File: src/rtl/salru_pkg.sv
`timescale 1ns / 1ps
// Shared types and constants of the set-associative LRU tag lookup unit.
// No dependencies; every other file of the block refers to this package.
package salru_pkg;

    localparam int ADDR_W     = 32;
    localparam int TAG_W      = 32;
    localparam int CNT_W      = 64;
    localparam int OFF_W      = 5;
    localparam int SB_W       = 4;
    localparam int WAYS_W     = 4;
    localparam int CFG_IDX_W  = 2;
    localparam int CFG_DATA_W = 5;

    localparam logic [OFF_W-1:0]  OFFSET_BITS_RST = 5'd2;
    localparam logic [SB_W-1:0]   SET_BITS_RST    = 4'd4;
    localparam logic [WAYS_W-1:0] WAYS_RST        = 4'd1;

    typedef enum logic [CFG_IDX_W-1:0] {
        CFG_OFFSET_BITS    = 2'd0,
        CFG_SET_INDEX_BITS = 2'd1,
        CFG_WAYS_IN_USE    = 2'd2
    } t_cfg_idx;

    typedef struct packed {
        logic hit;
        logic miss;
    } t_lookup_status;

endpackage

File: src/rtl/salru_row_update.sv
`timescale 1ns / 1ps
// Combinational search and LRU reorder of one cache set (one memory row).
// Depends on salru_pkg for the tag width and the lookup status struct.
module salru_row_update #(
    parameter int MAX_WAYS = 8
) (
    input  logic [MAX_WAYS-1:0][salru_pkg::TAG_W-1:0] i_tags,
    input  logic [MAX_WAYS-1:0]                       i_valid,
    input  logic [salru_pkg::TAG_W-1:0]               i_tag,
    input  logic [$clog2(MAX_WAYS+1)-1:0]             i_ways,
    output logic [MAX_WAYS-1:0][salru_pkg::TAG_W-1:0] o_tags,
    output logic [MAX_WAYS-1:0]                       o_valid,
    output salru_pkg::t_lookup_status                 o_status
);

    localparam int WAY_W = (MAX_WAYS > 1) ? $clog2(MAX_WAYS) : 1;

    logic [MAX_WAYS-1:0]                       w_stop;
    logic [MAX_WAYS-1:0]                       w_brk;
    logic [MAX_WAYS-1:0]                       w_vnext;
    logic [MAX_WAYS-1:0][salru_pkg::TAG_W-1:0] w_tnext;
    logic                                      w_found;
    logic                                      w_hit;
    logic                                      w_end_found;
    logic [WAY_W-1:0]                          w_first;
    logic [WAY_W-1:0]                          w_lo;
    logic [WAY_W-1:0]                          w_end;
    logic [salru_pkg::TAG_W-1:0]               w_ins;

    // Neighbor views: entry j sees what sits in way j+1.
    assign w_vnext = i_valid >> 1;
    assign w_tnext = i_tags >> salru_pkg::TAG_W;

    always_comb begin
        w_found = 1'b0;
        w_first = '0;
        for (int j = 0; j < MAX_WAYS; j++) begin
            // A way stops the search when it is empty or holds the tag.
            w_stop[j] = (j < int'(i_ways)) && (!i_valid[j] || (i_tags[j] == i_tag));
            // The valid run starting at a way ends here when the next way is
            // outside the active ways or empty.
            w_brk[j]  = ((j + 1) >= int'(i_ways)) || !w_vnext[j];
        end
        for (int j = 0; j < MAX_WAYS; j++) begin
            if (w_stop[j] && !w_found) begin
                w_found = 1'b1;
                w_first = WAY_W'(j);
            end
        end
        w_hit = w_found && i_valid[w_first];

        // A full-set miss rotates the whole valid run, starting at way 0.
        w_lo = w_found ? w_first : '0;

        w_end_found = 1'b0;
        w_end       = w_lo;
        if (!(w_found && !w_hit)) begin
            for (int j = 0; j < MAX_WAYS; j++) begin
                if ((j >= int'(w_lo)) && w_brk[j] && !w_end_found) begin
                    w_end_found = 1'b1;
                    w_end       = WAY_W'(j);
                end
            end
        end

        w_ins = w_hit ? i_tags[w_first] : i_tag;

        for (int j = 0; j < MAX_WAYS; j++) begin
            if ((j >= int'(w_lo)) && (j < int'(w_end))) begin
                o_tags[j] = w_tnext[j];
            end else if (j == int'(w_end)) begin
                o_tags[j] = w_ins;
            end else begin
                o_tags[j] = i_tags[j];
            end
        end

        o_valid        = i_valid;
        o_valid[w_end] = 1'b1;

        o_status.hit  = w_hit;
        o_status.miss = !w_hit;
    end

endmodule
File: config.mk
export PLATFORM = sky130hd
export DESIGN_NAME = salru_row_update
export DESIGN_NICKNAME = d
export VERILOG_FILES = /design/src/rtl/salru_pkg.sv /design/src/rtl/salru_row_update.sv
export SDC_FILE = /design/constraint.sdc
export NUM_CORES = 1
export LEC_CHECK = 0
export ABC_AREA = 1
export BUFFER_PORTS_ARGS = -buffer_cell sky130_fd_sc_hd__buf_2
export CAP_MARGIN = 20
export CORE_AREA = 2 2 222 224
export DETAILED_ROUTE_END_ITERATION = 8
export DIE_AREA = 0 0 224 226
export GPL_TIMING_DRIVEN = 0
export PLACE_DENSITY = 0.48
export SYNTH_ARGS = -nofsm -noshare
export SYNTH_HDL_FRONTEND = slang
export SYNTH_SLANG_ARGS = --single-unit
File: constraint.sdc
create_clock -name vclk -period 6.4
set_clock_uncertainty 0.05 [all_clocks]
set_input_delay 0.64 -clock vclk [all_inputs]
set_output_delay 0.64 -clock vclk [all_outputs]
set_load 0.05 [all_outputs]
==> metrics.cfg <==
[die]
dieHeight_um = 226
row_count = 81
initial_utilization_pct = 22.9
pin_count = 566
die_footprint_mm2 = 0.0506
placeableCoreArea_mm2 = 0.0483
die_w_um = 224

[critical_path]
worst_setup_path_end_kind = output pin
worstPathMaxFanout = 10
worstPathArrival_ns = 5.46
critical_path.startpoint_type = primary input
worst-setup-path-type = primary input to output pin
cp_data_required_time_ns = 5.71

[drt]
postRouteAntennaNets = 0
vias_per_cell = 4.99
avgRoutedWirePerCell_um = 21.8
drtIter0Drc = 1584
num_vias = 17900
route.final.wire_length_mm = 78.3
dr.pass1.iters = 6
drc_errors = 0

[power_and_ir_drop]
pwr_dens_mw_per_mm2 = 236
ir_worst_vdd_mv = 0.136
power.leakage_nw = 8.74

[placed_design]
buffer_ports.inserted = 548
pre_cts_slack_ns = -0.0313
hpwl_mm = 67.5
globalplace.congestion = 0.977

[global_routing]
grt_use_total_pct = 29.2
number_of_global_route_vias_before_repair = 16500
grt_antenna_before_repair = 7
grt_max_degree = 11
grt_pass1_wl_mm = 110
globalRouteOverflowTotal = 0

[hold_path]
hp-start = i_tags[134]
min_path_type = primary input to output pin
min_to = o_tags[102]
whs_path_depth = 4

[synthesis]
netlist_instances = 2425
mappedNetlistNets = 2725
post-synth-top-count-cell = sky130_fd_sc_hd__nand2_1
synth.cell_area_mm2 = 0.0111
post_synth_main_area_contributors = sky130_fd_sc_hd__nand2_1, sky130_fd_sc_hd__nand3_1, sky130_fd_sc_hd__inv_1, sky130_fd_sc_hd__xnor2_1, sky130_fd_sc_hd__nand4_1
synth-seq-area-share_pct = 0
synth_top_area_share_pct = 35.8
yosysTopAreaCell = sky130_fd_sc_hd__nand2_1
synthTopCellsByCount = sky130_fd_sc_hd__nand2_1, sky130_fd_sc_hd__nand3_1, sky130_fd_sc_hd__inv_1
synth_warnings = 0
syn_area_per_cell_um2 = 4.56
ys_types = 35

[sta]
setup_viol = 0
tightestPinTransition_ns = 0.839
fmax_mhz = 163
period_utilization_pct = 96.0
hold-worst-slack_ns = 1.65
final.min_clock_period_ns = 6.15
max_slew_margin_pct = 44.1
rsz_0062_raised_after_global_routing = false
report.final.hold_viol_count = 0
slew_viol_final = 0
layout_setup_ws_ns = 0.254

[final_layout]
drive_gt1_share_pct = 26.5
layout.clock_buffers = 0
syn2layout_area_growth_pct = 31.9
nFlopsAndLatches = 0
fin_nets = 3275
seq_area_um2 = 0

[clocking]
cts_post_setup_buffers_inserted = 0
holdBufCountCts = 0

[run]
max-cap-violations = 0

[status]
run_status = complete, no violations

==> how the worst max path moves through the flow <==
| stage | endpoint | depth (start not counted) | start | slack [ns] |
|---|---|---|---|---|
| after floorplan | o_tags[129] | 28 | i_tag[11] | 1.91 |
| after global placement | o_tags[112] | 24 | i_tag[12] | -0.04 |
| after detailed placement | o_tags[112] | 24 | i_tag[12] | -0.03 |
| after CTS | o_tags[112] | 24 | i_tag[12] | 0.25 |
| after global routing | o_tags[112] | 26 | i_tag[12] | 0.01 |
| final | o_tags[139] | 25 | i_tag[15] | 0.25 |
==> final cells by class <==
class | instances | area, um^2
Multi-Input combinational cell | 1984 | 9020
Buffer | 186 | 1090
Timing Repair Buffer | 548 | 2740
Inverter | 255 | 957
Tap cell | 622 | 778
Fill cell | 5926 | 33700
Antenna cell | 2 | 5.00
==> critical path, cell delays in order <==
cell                       delay [ns]
sky130_fd_sc_hd__buf_2           0.30
sky130_fd_sc_hd__inv_2           0.21
sky130_fd_sc_hd__buf_4           0.25
sky130_fd_sc_hd__nand2_1         0.08
sky130_fd_sc_hd__nand4_1         0.11
sky130_fd_sc_hd__nor2_1          0.18
sky130_fd_sc_hd__nand2_1         0.08
sky130_fd_sc_hd__nor2_1          0.22
sky130_fd_sc_hd__nand2_1         0.24
sky130_fd_sc_hd__nand2_1         0.13
sky130_fd_sc_hd__nand2_2         0.13
sky130_fd_sc_hd__nand4_4         0.18
sky130_fd_sc_hd__buf_2           0.36
sky130_fd_sc_hd__nand3_1         0.13
sky130_fd_sc_hd__nand3_1         0.12
sky130_fd_sc_hd__nand3_2         0.13
sky130_fd_sc_hd__nand4_1         0.13
sky130_fd_sc_hd__nand2_2         0.12
sky130_fd_sc_hd__nor2_1          0.36
sky130_fd_sc_hd__inv_2           0.16
sky130_fd_sc_hd__clkbuf_1        0.38
sky130_fd_sc_hd__nand2_1         0.15
sky130_fd_sc_hd__nand2_1         0.09
sky130_fd_sc_hd__nor2_1          0.21
sky130_fd_sc_hd__buf_2           0.31
==> cells in the final DEF (no fill, tap or decap) <==
master,n
sky130_fd_sc_hd__buf_4,56
sky130_fd_sc_hd__clkbuf_1,17
sky130_fd_sc_hd__o21ai_2,1
sky130_fd_sc_hd__a21boi_2,1
sky130_fd_sc_hd__o211ai_1,1
sky130_fd_sc_hd__conb_1,1
sky130_fd_sc_hd__a21oi_1,7
sky130_fd_sc_hd__or2_2,7
sky130_fd_sc_hd__nand2_1,1054
sky130_fd_sc_hd__nor2_2,5
sky130_fd_sc_hd__buf_1,6
sky130_fd_sc_hd__nand3_1,463
sky130_fd_sc_hd__or2_1,1
sky130_fd_sc_hd__inv_2,33
sky130_fd_sc_hd__nand4_1,109
sky130_fd_sc_hd__nand3_2,6
sky130_fd_sc_hd__a21boi_1,1
sky130_fd_sc_hd__a21oi_4,1
sky130_fd_sc_hd__a311oi_1,1
sky130_fd_sc_hd__diode_2,2
sky130_fd_sc_hd__o31ai_4,1
sky130_fd_sc_hd__nor2_1,155
sky130_fd_sc_hd__o21a_1,1
sky130_fd_sc_hd__nand2_2,14
sky130_fd_sc_hd__nand4_4,1
sky130_fd_sc_hd__nand2_4,3
sky130_fd_sc_hd__nor2_4,3
sky130_fd_sc_hd__inv_1,221
sky130_fd_sc_hd__a31oi_1,1
sky130_fd_sc_hd__nand4_2,1
sky130_fd_sc_hd__o21ai_1,33
sky130_fd_sc_hd__buf_2,648
sky130_fd_sc_hd__buf_6,7
sky130_fd_sc_hd__clkinv_1,1
sky130_fd_sc_hd__o21ai_0,33
sky130_fd_sc_hd__xnor2_1,79
==> per-layer routing <==
metal / share of wire (%) / global-route usage (%)
met3: 6.9 / 3.15
met4: 2.1 / 5.76
met2: 47 / 50.3
met1: 44 / 39.3
met5: 0.075 / 0
==> logic make-up after synthesis <==
family                    Yosys count  share of synthesized area, %
other                               1                        0.0339
and+or+nand+nor                  1822                          71.1
buffers and inverters             441                          18.5
AOI/OAI and AO/OA                  82                          4.16
xor gates and xnor gates           79                          6.25
==> power by group <==
| part | leakage (nW) | total [mW] | internal (mW) | switching (mW) |
|---|---|---|---|---|
| Clock | 0.0000127 | 0.0000000419 | 0.0000000418 | 0 |
| Combinational | 8.74 | 3.45 | 0.766 | 2.68 |
| Sequential | 0 | 0 | 0 | 0 |
==> repair_timing <==
item | CTS | global route
setup endpoints to repair | 1 | 1
pin swaps | 0 | 0
gates resized for setup | 1 | 1
==> metrics by stage <==
| stage | setup TNS [ns] | cells | area [um^2] | utilization [%] | power, mW |
|---|---|---|---|---|---|
| 2_1_floorplan | 0 | 2425 | 11100 | - | 2.36 |
| 3_3_place_gp | -0.0464 | 3595 | 14600 | 30.2 | 3.43 |
| 3_5_place_dp | -0.0313 | 3595 | 14600 | 30.2 | 3.42 |
| 4_1_cts | 0 | 3595 | 14600 | 30.2 | 3.43 |
| 5_1_grt | 0 | 3597 | 14600 | 30.2 | 3.63 |
| 6_report | 0 | 3597 | 14600 | 30.2 | 3.45 |
Note: power is estimated with default switching activity, not from simulation.
